$ cat src/rtl/deque_with_value_delete_core_macros.svh
// assertion macros for the deque core
// no dependencies; included by deque_with_value_delete_core
`ifndef DEQUE_WITH_VALUE_DELETE_CORE_MACROS_SVH
`define DEQUE_WITH_VALUE_DELETE_CORE_MACROS_SVH

`ifndef NO_ASSERTIONS

// same-cycle implication, gated by the active-low reset
`define DQVD_ASSERT_IMPL(label, clk, rst_n, ante, cons) \
  label: assert property (@(posedge clk) disable iff (!(rst_n)) (ante) |-> (cons)) \
    else $error("deque core check failed");

// next-cycle implication, gated by the active-low reset
`define DQVD_ASSERT_NEXT(label, clk, rst_n, ante, cons) \
  label: assert property (@(posedge clk) disable iff (!(rst_n)) (ante) |=> (cons)) \
    else $error("deque core check failed");

`else

`define DQVD_ASSERT_IMPL(label, clk, rst_n, ante, cons)
`define DQVD_ASSERT_NEXT(label, clk, rst_n, ante, cons)

`endif

`endif

$ cat src/rtl/dqvd_pkg.sv
`timescale 1ns / 1ps
// shared types and constants for the deque core
// no dependencies
package dqvd_pkg;

  localparam int DATA_W   = 32;
  localparam int MODE_W   = 3;
  localparam int STATUS_W = 2;
  localparam int OCC_W    = 7;
  localparam int DQ_DEPTH = 64;

  localparam logic [DATA_W-1:0] DATA_EMPTY = '1;
  localparam logic [DATA_W-1:0] DATA_NONE  = '0;

  typedef enum logic [MODE_W-1:0] {
    MODE_PUSH_BACK  = 3'd0,
    MODE_POP_BACK   = 3'd1,
    MODE_PUSH_FRONT = 3'd2,
    MODE_POP_FRONT  = 3'd3,
    MODE_DELETE     = 3'd4
  } mode_e;

  typedef enum logic [STATUS_W-1:0] {
    ST_OK        = 2'd0,
    ST_EMPTY     = 2'd1,
    ST_FULL      = 2'd2,
    ST_NOT_FOUND = 2'd3
  } status_e;

  typedef enum logic [1:0] {
    S_IDLE  = 2'd0,
    S_READ  = 2'd1,
    S_SCAN  = 2'd2,
    S_SHIFT = 2'd3
  } state_e;

endpackage

$ cat src/rtl/deque_with_value_delete_core.sv
`timescale 1ns / 1ps
// deque core: sequencer, pointers and result register around one entry ram
// depends on dqvd_pkg, dqvd_ram and deque_with_value_delete_core_macros.svh
//
// Usage
//   A request (mode_i, value_i) is taken at a rising edge with start_i high
//   and busy_o low. Exactly one result per request comes back on data_out_o,
//   status_o and occupancy_o, shown for one cycle with result_valid_o high.
//   The receiver cannot stall; results are never held.
// Timing and throughput
//   Pushes and unused mode codes: result in the cycle after the transaction,
//   busy_o stays low, so one request per cycle. A pop or a delete on an empty
//   queue answers the same way.
//   Pops: one ram read and busy_o high for one cycle in S_READ; the read data
//   is registered in the ram, then in the result register, so pops do not overlap.
//   Delete: one ram read per cycle, first walking from the front to the
//   match, then moving each later entry one place forward. busy_o stays high
//   for the whole walk, and the result shows in the first cycle with busy_o
//   low again. The single ram read port sets the pace of the walk.
// Reset
//   rst_ni clears front pointer and count: the queue is empty at once. The
//   ram is not cleared; entries are only read after they have been written.
module deque_with_value_delete_core #(
  parameter int DEPTH = dqvd_pkg::DQ_DEPTH
) (
  input  logic                                 clk_i,
  input  logic                                 rst_ni,
  input  logic                                 start_i,
  output logic                                 busy_o,
  input  logic        [dqvd_pkg::MODE_W-1:0]   mode_i,
  input  logic signed [dqvd_pkg::DATA_W-1:0]   value_i,
  output logic                                 result_valid_o,
  output logic signed [dqvd_pkg::DATA_W-1:0]   data_out_o,
  output logic        [dqvd_pkg::STATUS_W-1:0] status_o,
  output logic        [dqvd_pkg::OCC_W-1:0]    occupancy_o
);

  import dqvd_pkg::*;

  `include "deque_with_value_delete_core_macros.svh"

  localparam int AW = $clog2(DEPTH);
  localparam int CW = $clog2(DEPTH + 1);

  localparam logic [AW-1:0] LAST_SLOT = AW'(DEPTH - 1);
  localparam logic [CW-1:0] FULL_CNT  = CW'(DEPTH);

  state_e state_q, state_d;

  logic [AW-1:0]     front_q, front_d;
  logic [CW-1:0]     count_q, count_d;
  logic [CW-1:0]     off_q, off_d;
  logic [DATA_W-1:0] val_q, val_d;

  logic                res_vld_q, res_vld_d;
  logic [DATA_W-1:0]   res_data_q, res_data_d;
  logic [STATUS_W-1:0] res_st_q, res_st_d;
  logic [OCC_W-1:0]    res_occ_q, res_occ_d;

  logic              ram_we, ram_re;
  logic [AW-1:0]     ram_waddr, ram_raddr;
  logic [DATA_W-1:0] ram_wdata, ram_rdata;

  logic          accept, empty, full, match, last;
  logic [AW-1:0] front_inc, front_dec;
  logic [CW-1:0] off_nx;
  logic [CW+OCC_W-1:0] occ_ext;

  // ring position of an offset counted from the front
  function automatic logic [AW-1:0] slot_of(input logic [AW-1:0] f, input logic [CW-1:0] off);
    logic [CW:0] s;
    s = (CW+1)'(f) + (CW+1)'(off);
    if (s >= (CW+1)'(DEPTH)) begin
      s = s - (CW+1)'(DEPTH);
    end
    return s[AW-1:0];
  endfunction

  assign accept    = start_i && (state_q == S_IDLE);
  assign empty     = (count_q == '0);
  assign full      = (count_q == FULL_CNT);
  assign front_inc = (front_q == LAST_SLOT) ? '0 : front_q + AW'(1);
  assign front_dec = (front_q == '0) ? LAST_SLOT : front_q - AW'(1);
  assign off_nx    = off_q + CW'(1);
  assign match     = (ram_rdata == val_q);
  assign last      = (off_nx == count_q);

  dqvd_ram #(
    .WIDTH(DATA_W),
    .DEPTH(DEPTH)
  ) u_ram (
    .clk_i  (clk_i),
    .we_i   (ram_we),
    .waddr_i(ram_waddr),
    .wdata_i(ram_wdata),
    .re_i   (ram_re),
    .raddr_i(ram_raddr),
    .rdata_o(ram_rdata)
  );

  // next state
  always_comb begin
    state_d = state_q;
    unique case (state_q)
      S_IDLE: begin
        if (accept) begin
          if ((mode_i == MODE_POP_BACK || mode_i == MODE_POP_FRONT) && !empty) begin
            state_d = S_READ;
          end else if (mode_i == MODE_DELETE && !empty) begin
            state_d = S_SCAN;
          end
        end
      end
      S_READ: state_d = S_IDLE;
      S_SCAN: begin
        if (last) begin
          state_d = S_IDLE;
        end else if (match) begin
          state_d = S_SHIFT;
        end
      end
      S_SHIFT: begin
        if (last) begin
          state_d = S_IDLE;
        end
      end
      default: state_d = S_IDLE;
    endcase
  end

  // datapath, ram control and result
  always_comb begin
    front_d    = front_q;
    count_d    = count_q;
    off_d      = off_q;
    val_d      = val_q;
    ram_we     = 1'b0;
    ram_waddr  = '0;
    ram_wdata  = ram_rdata;
    ram_re     = 1'b0;
    ram_raddr  = '0;
    res_vld_d  = 1'b0;
    res_data_d = DATA_NONE;
    res_st_d   = ST_OK;
    unique case (state_q)
      S_IDLE: begin
        if (accept) begin
          unique case (mode_i)
            MODE_PUSH_BACK: begin
              res_vld_d = 1'b1;
              if (full) begin
                res_st_d = ST_FULL;
              end else begin
                ram_we    = 1'b1;
                ram_waddr = slot_of(front_q, count_q);
                ram_wdata = value_i;
                count_d   = count_q + CW'(1);
              end
            end
            MODE_PUSH_FRONT: begin
              res_vld_d = 1'b1;
              if (full) begin
                res_st_d = ST_FULL;
              end else begin
                ram_we    = 1'b1;
                ram_waddr = front_dec;
                ram_wdata = value_i;
                front_d   = front_dec;
                count_d   = count_q + CW'(1);
              end
            end
            MODE_POP_BACK: begin
              if (empty) begin
                res_vld_d  = 1'b1;
                res_data_d = DATA_EMPTY;
                res_st_d   = ST_EMPTY;
              end else begin
                ram_re    = 1'b1;
                ram_raddr = slot_of(front_q, count_q - CW'(1));
                count_d   = count_q - CW'(1);
              end
            end
            MODE_POP_FRONT: begin
              if (empty) begin
                res_vld_d  = 1'b1;
                res_data_d = DATA_EMPTY;
                res_st_d   = ST_EMPTY;
              end else begin
                ram_re    = 1'b1;
                ram_raddr = front_q;
                front_d   = front_inc;
                count_d   = count_q - CW'(1);
              end
            end
            MODE_DELETE: begin
              val_d = value_i;
              off_d = '0;
              if (empty) begin
                res_vld_d = 1'b1;
                res_st_d  = ST_NOT_FOUND;
              end else begin
                ram_re    = 1'b1;
                ram_raddr = front_q;
              end
            end
            default: begin
              res_vld_d = 1'b1;
            end
          endcase
        end
      end
      S_READ: begin
        res_vld_d  = 1'b1;
        res_data_d = ram_rdata;
      end
      S_SCAN: begin
        // read ahead of the compare, one entry per cycle
        ram_re    = !last;
        ram_raddr = slot_of(front_q, off_nx);
        if (last) begin
          res_vld_d = 1'b1;
          if (match) begin
            count_d = count_q - CW'(1);
          end else begin
            res_st_d = ST_NOT_FOUND;
          end
        end else begin
          off_d = off_nx;
        end
      end
      S_SHIFT: begin
        // entry at off_q moves one place toward the front
        ram_we    = 1'b1;
        ram_waddr = slot_of(front_q, off_q - CW'(1));
        ram_wdata = ram_rdata;
        ram_re    = !last;
        ram_raddr = slot_of(front_q, off_nx);
        if (last) begin
          res_vld_d = 1'b1;
          count_d   = count_q - CW'(1);
        end else begin
          off_d = off_nx;
        end
      end
      default: ;
    endcase
  end

  assign occ_ext   = {{OCC_W{1'b0}}, count_d};
  assign res_occ_d = occ_ext[OCC_W-1:0];

  always_ff @(posedge clk_i or negedge rst_ni) begin
    if (!rst_ni) begin
      state_q   <= S_IDLE;
      front_q   <= '0;
      count_q   <= '0;
      off_q     <= '0;
      res_vld_q <= 1'b0;
    end else begin
      state_q   <= state_d;
      front_q   <= front_d;
      count_q   <= count_d;
      off_q     <= off_d;
      res_vld_q <= res_vld_d;
    end
  end

  always_ff @(posedge clk_i) begin
    val_q <= val_d;
    if (res_vld_d) begin
      res_data_q <= res_data_d;
      res_st_q   <= res_st_d;
      res_occ_q  <= res_occ_d;
    end
  end

  assign busy_o         = (state_q != S_IDLE);
  assign result_valid_o = res_vld_q;
  assign data_out_o     = res_data_q;
  assign status_o       = res_st_q;
  assign occupancy_o    = res_occ_q;

  `DQVD_ASSERT_IMPL(a_count_bound, clk_i, rst_ni, 1'b1, count_q <= FULL_CNT)
  `DQVD_ASSERT_NEXT(a_push_result, clk_i, rst_ni,
    accept && (mode_i == MODE_PUSH_BACK || mode_i == MODE_PUSH_FRONT), result_valid_o)
  `DQVD_ASSERT_NEXT(a_pop_result, clk_i, rst_ni, state_q == S_READ, result_valid_o)
  `DQVD_ASSERT_IMPL(a_walk_in_range, clk_i, rst_ni,
    state_q == S_SCAN || state_q == S_SHIFT, off_q < count_q)

endmodule

$ cat src/rtl/dqvd_ram.sv
`timescale 1ns / 1ps
// generic single-write, single-read ram with registered read data
// no dependencies
module dqvd_ram #(
  parameter int WIDTH = 32,
  parameter int DEPTH = 64,
  localparam int AW   = (DEPTH > 1) ? $clog2(DEPTH) : 1
) (
  input  logic             clk_i,
  input  logic             we_i,
  input  logic [AW-1:0]    waddr_i,
  input  logic [WIDTH-1:0] wdata_i,
  input  logic             re_i,
  input  logic [AW-1:0]    raddr_i,
  output logic [WIDTH-1:0] rdata_o
);

  logic [WIDTH-1:0] mem_q [DEPTH];
  logic [WIDTH-1:0] rdata_q;

  always_ff @(posedge clk_i) begin
    if (we_i) begin
      mem_q[waddr_i] <= wdata_i;
    end
  end

  always_ff @(posedge clk_i) begin
    if (re_i) begin
      rdata_q <= mem_q[raddr_i];
    end
  end

  assign rdata_o = rdata_q;

endmodule

$ cat config.mk
export PLATFORM = sky130hd
export DESIGN_NAME = deque_with_value_delete_core
export DESIGN_NICKNAME = d
export VERILOG_FILES = /design/src/rtl/dqvd_pkg.sv /design/src/rtl/deque_with_value_delete_core.sv /design/src/rtl/dqvd_ram.sv
export VERILOG_INCLUDE_DIRS = /design/src /design/src/rtl
export SDC_FILE = /design/constraint.sdc
export NUM_CORES = 2
export LEC_CHECK = 0
export ABC_CLOCK_PERIOD_IN_PS = 7400
export BUFFER_PORTS_ARGS = -buffer_cell sky130_fd_sc_hd__buf_2
export CAP_MARGIN = 0
export CORE_UTILIZATION = 63
export DETAILED_ROUTE_END_ITERATION = 12
export PLACE_DENSITY_LB_ADDON = 0.12
export SYNTH_ARGS = -nofsm -noshare
export SYNTH_HDL_FRONTEND = slang
export SYNTH_HIERARCHICAL = 1
export SYNTH_SLANG_ARGS = --single-unit
$ cat constraint.sdc
create_clock -name clk_i -period 7.4 [get_ports clk_i]
set_clock_uncertainty 0.2 [all_clocks]
set_input_delay 1.48 -clock clk_i [delete_from_list [all_inputs] [get_ports clk_i]]
set_output_delay 1.48 -clock clk_i [all_outputs]
set_load 0.005 [all_outputs]
======== Yosys cells after proc, flatten, opt, wreduce, memory -nomap -nowiden ========
Memories as Yosys holds them, arrays and structs flattened. A register that Yosys moved wholly into a read port is not among the register bits.
Cells that the tools add are included.
cells by class
  add/subtract/negate cells ............... 14
  order comparisons ....................... 4
  eq/ne operators ......................... 19
  mux-type cells .......................... 69
  reductions and logical operators ........ 22
operators with widths
  operator                                                           number
  two-way mux 32 bit                                                 7
  two-way mux 6 bit                                                  14
  one-hot mux 32 bit (2 select lines)                                1
  two-way mux 7 bit                                                  9
  one-hot mux 6 bit (2 select lines)                                 5
  adder 6 x 7 -> 8 bit                                               4
  == test 32 bit                                                     1
  greater-or-equal comparator 8 x 7 -> 1 bit, second input constant  4
  subtractor 6 x 1 -> 6 bit, second input constant                   5
  one-hot mux 7 bit (2 select lines)                                 2
  two-way mux 2 bit                                                  11
  one-hot mux 7 bit (3 select lines)                                 1
  adder 7 x 1 -> 7 bit, second input constant                        2
  subtractor 7 x 1 -> 7 bit, second input constant                   2
  two-way mux 1 bit                                                  13
  inequality test 2 bit, second input constant                       5
  one-hot mux 2 bit (4 select lines)                                 1
  AND reduction 4 bit                                                2
  OR reduction 2 bit                                                 4
  == test 7 bit                                                      1
  == test 7 bit, second input constant                               1
  zero test 7 bit                                                    1
  adder 6 x 1 -> 6 bit, second input constant                        1
  == test 3 x 2 -> 1 bit, second input constant                      2
  other kinds (22)                                                   29
storage, ports and cells
  bits in registers ....................... 96
  bits in writable memories ............... 2048
  word-level logic and storage cells ...... 138
  memories kept ........................... 1
memories
  name         depth  width  rd ports  clocked after memory_dff  write ports  line            source
  u_ram.mem_q  64     32     1         1                         1            dqvd_ram.sv:18  logic [WIDTH-1:0] mem_q [DEPTH];

======== Longest topological paths before layout ========
  depth in word-level cells ............... 8
  gate-level depth with buffers ........... 20
  mapped depth without buffers ............ 16

======== Cells and area by module ========
Netlist, hierarchy kept.
by module, submodules not included
  module                        times used  cells each  area an instance (µm²)  seq. area each (µm²)
  dqvd_ram                      1           3511        79359.9                 62459.9
  deque_with_value_delete_core  1           642         6623.9                  2767.7

======== Least setup slack after synthesis ========
No wires, ideal clock.
  kind .................................... input -> register
  start ................................... input port start_i
  end ..................................... memory u_ram.mem_q[28][0] (enable)
  library setup time ...................... 0.421 ns
  data arrival time ....................... 5.140 ns
  required time ........................... 6.779 ns
  slack ................................... 1.639 ns
  stages on the path ...................... 11
  buffers on the path ..................... 4
  path through ............................ nand2_1 > a2111oi_4 > buf_6 > buf_2 > a22oi_1 > nor2_1 > clkbuf_1 > or3b_2 > or2_2 > clkbuf_1 > nor2_1
between the ends
  elaborated cells between the ends (all ways) .. 7
  those cells by class .................... mux: 6; reduce/logical: 1
RTL lines
  element                             line                                 source
  from (decl)                         deque_with_value_delete_core.sv:28   input logic start_i,
  logical AND 1 bit                   deque_with_value_delete_core.sv:79   assign accept = start_i && (state_q == S_IDLE);
  two-way mux 6 bit                   deque_with_value_delete_core.sv:147  if (accept) begin
  one-hot mux 6 bit (2 select lines)  deque_with_value_delete_core.sv:145  unique case (state_q)
  named net ram_waddr[2]              deque_with_value_delete_core.sv:61   logic [AW-1:0] ram_waddr, ram_raddr;
  to (decl)                           dqvd_ram.sv:18
The timed path passes the listed nets, and every way through them passes these cells.

======== Worst setup path in the final report ========
  start ................................... register count_q[1]
  end ..................................... register u_ram.rdata_q[2], in the netlist u_ram/rdata_o[2], read port of u_ram.mem_q, data pin
between the ends
  cells in the longest elaborated chain, start to end .. 8
  elaborated cells between the ends (all ways) .. 17
  those cells by class .................... add/sub: 3; order compare: 1; eq/ne: 1; mux: 10; reduce/logical: 2
RTL lines
  element                                     line                                 source
  from (decl)                                 deque_with_value_delete_core.sv:51   logic [CW-1:0] count_q, count_d;
  from (signal assigned)                      deque_with_value_delete_core.sv:262  count_q <= count_d;
  subtractor 7 x 1 -> 7 bit                   deque_with_value_delete_core.sv:179  ram_raddr = slot_of(front_q, count_q - CW'(1));
  adder 6 x 7 -> 8 bit                        deque_with_value_delete_core.sv:72   s = (CW+1)'(f) + (CW+1)'(off);
  greater-or-equal comparator 8 x 7 -> 1 bit  deque_with_value_delete_core.sv:73   if (s >= (CW+1)'(DEPTH)) begin
  two-way mux 6 bit                           deque_with_value_delete_core.sv:73
  two-way mux 6 bit                           deque_with_value_delete_core.sv:173  if (empty) begin
  one-hot mux 6 bit (2 select lines) (*)      deque_with_value_delete_core.sv:148  unique case (mode_i)
  two-way mux 6 bit (*)                       deque_with_value_delete_core.sv:147
  one-hot mux 6 bit (2 select lines) (*)      deque_with_value_delete_core.sv:145
  named net ram_raddr[0]                      deque_with_value_delete_core.sv:61
  to (decl)                                   dqvd_ram.sv:19                       logic [WIDTH-1:0] rdata_q;
The timed path passes the listed nets; every way through them passes the cells marked *.
A chain may end at the register's enable or synchronous reset.

==> results.sh <==
export IMPL_crit_path_end_kind="flip-flop"
export IMPL_dr_pass1_iters=6
export IMPL_cts_tree="built"
export IMPL_critPathLaunchType="flip-flop"
export IMPL_first_global_vias=43000
export IMPL_drc=0
export IMPL_violations="antenna rules"
export IMPL_cts_htree_levels=4
export IMPL_path_clk_slew_ns=0.06
export IMPL_dp_hpwl_um=137000
export IMPL_synthTopCellsByArea="edfxtp_1 (75%), mux4_2 (12%), mux2i_1 (2.3%), a22oi_1 (1.2%), dfrtp_1 (0.67%)"
export IMPL_clock_fmax_ghz=0.164
export IMPL_pre_cts_slack_ns=0.943
export IMPL_ioPinCount=81
export IMPL_rsz0062_at_grt="false"
export IMPL_routedWlPerCell_um=35.2
export IMPL_synth_edf_count=2153
export IMPL_yosys_warnings=6
export IMPL_worstSkewPairLatency_ns=0.84
export IMPL_outcome="finished with violations"
export IMPL_post_drt_via_cell_ratio=6.99
export IMPL_die_area_um2=138000
export IMPL_start_util_pct=63.5
export IMPL_clockBufferDepth=3
export IMPL_die_height_um=371
export IMPL_ys_ff_latch=2176
export IMPL_leakage_nw=30.2
export IMPL_synth_seq_area_share_pct=75.9
export IMPL_cts_buffers=207
export IMPL_cts_resized=0
export IMPL_gp_congestion=0.905
export IMPL_required_ns=7.78
export IMPL_synth_area_leader_cell="edfxtp_1"
export IMPL_ant_nets=1
export IMPL_ys_flop_type="edfxtp_1"
export IMPL_syn_num_nets=4224
export IMPL_nets=4477
export IMPL_fin_crit_sh_pct=82.5
export IMPL_antenna_found_initial=11
export IMPL_cap_viol_max_count=0
export IMPL_swShare_pct=37.1
export IMPL_worst_pin_slew_ns=1.35
export IMPL_core_um2=135000
export IMPL_hold_path_class="reg2reg"
export IMPL_critical_path_class="reg2reg"
export IMPL_timing_final_hold_violations=0
export IMPL_setup_tns_ns=0
export IMPL_post_cts_buffers=0
export IMPL_row_count=135
export IMPL_yosys_area_top_type_share_pct=75.2
export IMPL_die_w_um=371
export IMPL_track_usage_pct=33.1
export IMPL_drv_slew=0
export IMPL_initialDrtViolationCount=6362
export IMPL_relSlewSlack_pct=9.98
export IMPL_grt_remaining_overflow=0
export IMPL_regArea_um2=65200
export IMPL_totalWireLength_um=224000
export IMPL_grt_pass1_wl_um=316000
export IMPL_powerDensity_nw_per_um2=474
export IMPL_synthMostInstantiatedCell="edfxtp_1"
export IMPL_peakVddDrop_mv=0.426
export IMPL_pwr_share_seq_pct=36.1
export IMPL_cts_sinks=2176
export IMPL_areaGrowthSynthToFinish_pct=11.9
export IMPL_share_comb_of_total_power_pct=41.6
export IMPL_arrival_ns=6.48
export IMPL_nFillCells=8047
export IMPL_multi_input_area_um2=19800
export IMPL_cts_hold_buf=0
export IMPL_setup_ws_ns=1.29
export IMPL_switching_power_mw=16.9
export IMPL_synthesis_area_per_instance_um2=20.7
export IMPL_setup_viol=0
export IMPL_portBuffers=80
export IMPL_syn_inst=4153
export IMPL_async_flop_share_pct=1.06
export IMPL_p_clk_share_pct=22.3
export IMPL_cp_max_fo=50
export IMPL_grt_max_degree=65
export IMPL_cts_root_buf="clkbuf_16"
export IMPL_vias=44500
export IMPL_min_period_ns=6.11
export IMPL_ys_types=85
export IMPL_synth_common_cells="edfxtp_1 (2,153), mux4_2 (446), mux2i_1 (195)"
export IMPL_p_int_mw=28.7
export IMPL_synth_area_um2=86000
export IMPL_drive_gt1_share_pct=25.1
[final timing paths]
| path | startpoint | to | slack, ns | depth (start not counted) |
|---|---|---|---|---|
| worst max-delay path | count_q[1]$_DFF_PN0_ | u_ram/rdata_o[2]$_DFFE_PP_ | 1.29 | 15 |
| worst min-delay path | off_q[6]$_DFFE_PN0P_ | off_q[6]$_DFFE_PN0P_ | 0.40 | 2 |
| worst max register to register | count_q[1]$_DFF_PN0_ | u_ram/rdata_o[2]$_DFFE_PP_ | 1.29 | 15 |
| worst min register to register | off_q[6]$_DFFE_PN0P_ | off_q[6]$_DFFE_PN0P_ | 0.40 | 2 |
| max in group asynchronous | rst_ni | front_q[4]$_DFFE_PN0P_ | 6.09 | 1 |
| min in group asynchronous | rst_ni | count_q[2]$_DFF_PN0_ | 0.47 | 1 |
[logic make-up (layout without fill, tap and decap cells)]
family	count (synthesis)	count (layout)	share of synthesized area [%]
buffers and inverters	273	694	1.84
muxes	674	674	14.4
xor gates and xnor gates	77	77	0.835
adders and majority gates	33	33	0.515
and+or+nand+nor	406	406	2.33
AOI/OAI and AO/OA	514	514	4.23
other	0	12	0
DFF	2176	2176	75.9
[critical path, stage by stage, from the launching register on]
cell and delay [ns]:
dfrtp_1 0.61, inv_1 0.24, ha_1 0.31, nor3b_2 0.20
nand3_1 0.33, nand3_1 0.21, nor3_1 0.43, a222oi_1 0.21
nor2_4 0.51, buf_4 0.35, buf_12 0.30, buf_12 0.36
mux4_2 0.57, a211oi_1 0.36, a311o_1 0.36, a21oi_1 0.11
[per-layer routing]
metal	GRT usage (%)	vias to the layer above	routed length [um]
li1	-	17800	-
met1	47.4	23400	84800
met2	51.0	2870	106000
met3	7.45	371	26100
met4	11.5	2	7880
met5	0	-	13
[metrics by stage]
| stage | utilization (%) | power [mW] | cells | instance area (um2) | hold WS [ns] |
|---|---|---|---|---|---|
| after floorplan | - | 28.5 | 4153 | 86000 | 0.327 |
| after global placement | 66.2 | 35.2 | 5978 | 89700 | 0.381 |
| after detailed placement | 66.2 | 35.4 | 5978 | 89700 | 0.390 |
| after CTS | 71.0 | 45.5 | 6355 | 96200 | 0.399 |
| after global routing | 71.0 | 46.9 | 6355 | 96200 | 0.429 |
| final | 71.0 | 45.6 | 6367 | 96200 | 0.396 |
[cell type report]
class                   instances  share of cell area, %
diodes                         12                 0.0312
clock buffers                 269                   5.68
clock inverters               108                   1.07
inverters                      32                  0.125
multi-input cells            1704                   20.5
flip-flops and latches       2176                   67.8
well taps                    1781                   2.32
repair buffers                285                   2.42
[state kept, by name (all words and copies together), names as in the netlist, 2 cells and up]
register	count
count_q	7
status_o	2
val_q	32
occupancy_o	7
off_q	7
state_q	2
front_q	6
data_out_o	32
u_ram/mem_q	2048
u_ram/rdata_o	32
[cell usage in the layout (no fill, tap or decap), drive strengths merged, types with 17 or more instances in the layout]
master and instances:
clkbuf 269, nor2 136, a211oi 23, inv 38, xor2 17, nand3 59, o221ai 19, edfxtp 2153
nor3 20, a31oi 27, mux2i 195, o21ai 56, o22ai 45, xnor2 58, ha 29, clkinv 87
o211ai 18, mux4 446, a22oi 134, nor2b 21, a21oi 66, buf 285, mux2 33, dfrtp 23
a21o 42, nand2 76
[power groups by stage]
stage	combinational, mW	sequential (mW)	clock (mW)
2_1_floorplan	12.0	16.4	0
3_3_place_gp	18.5	16.7	0
3_5_place_dp	18.7	16.7	0
4_1_cts	18.8	16.4	10.3
5_1_grt	19.7	16.5	10.7
6_report	19.0	16.5	10.2
Note: power is estimated with default switching activity, not from simulation.
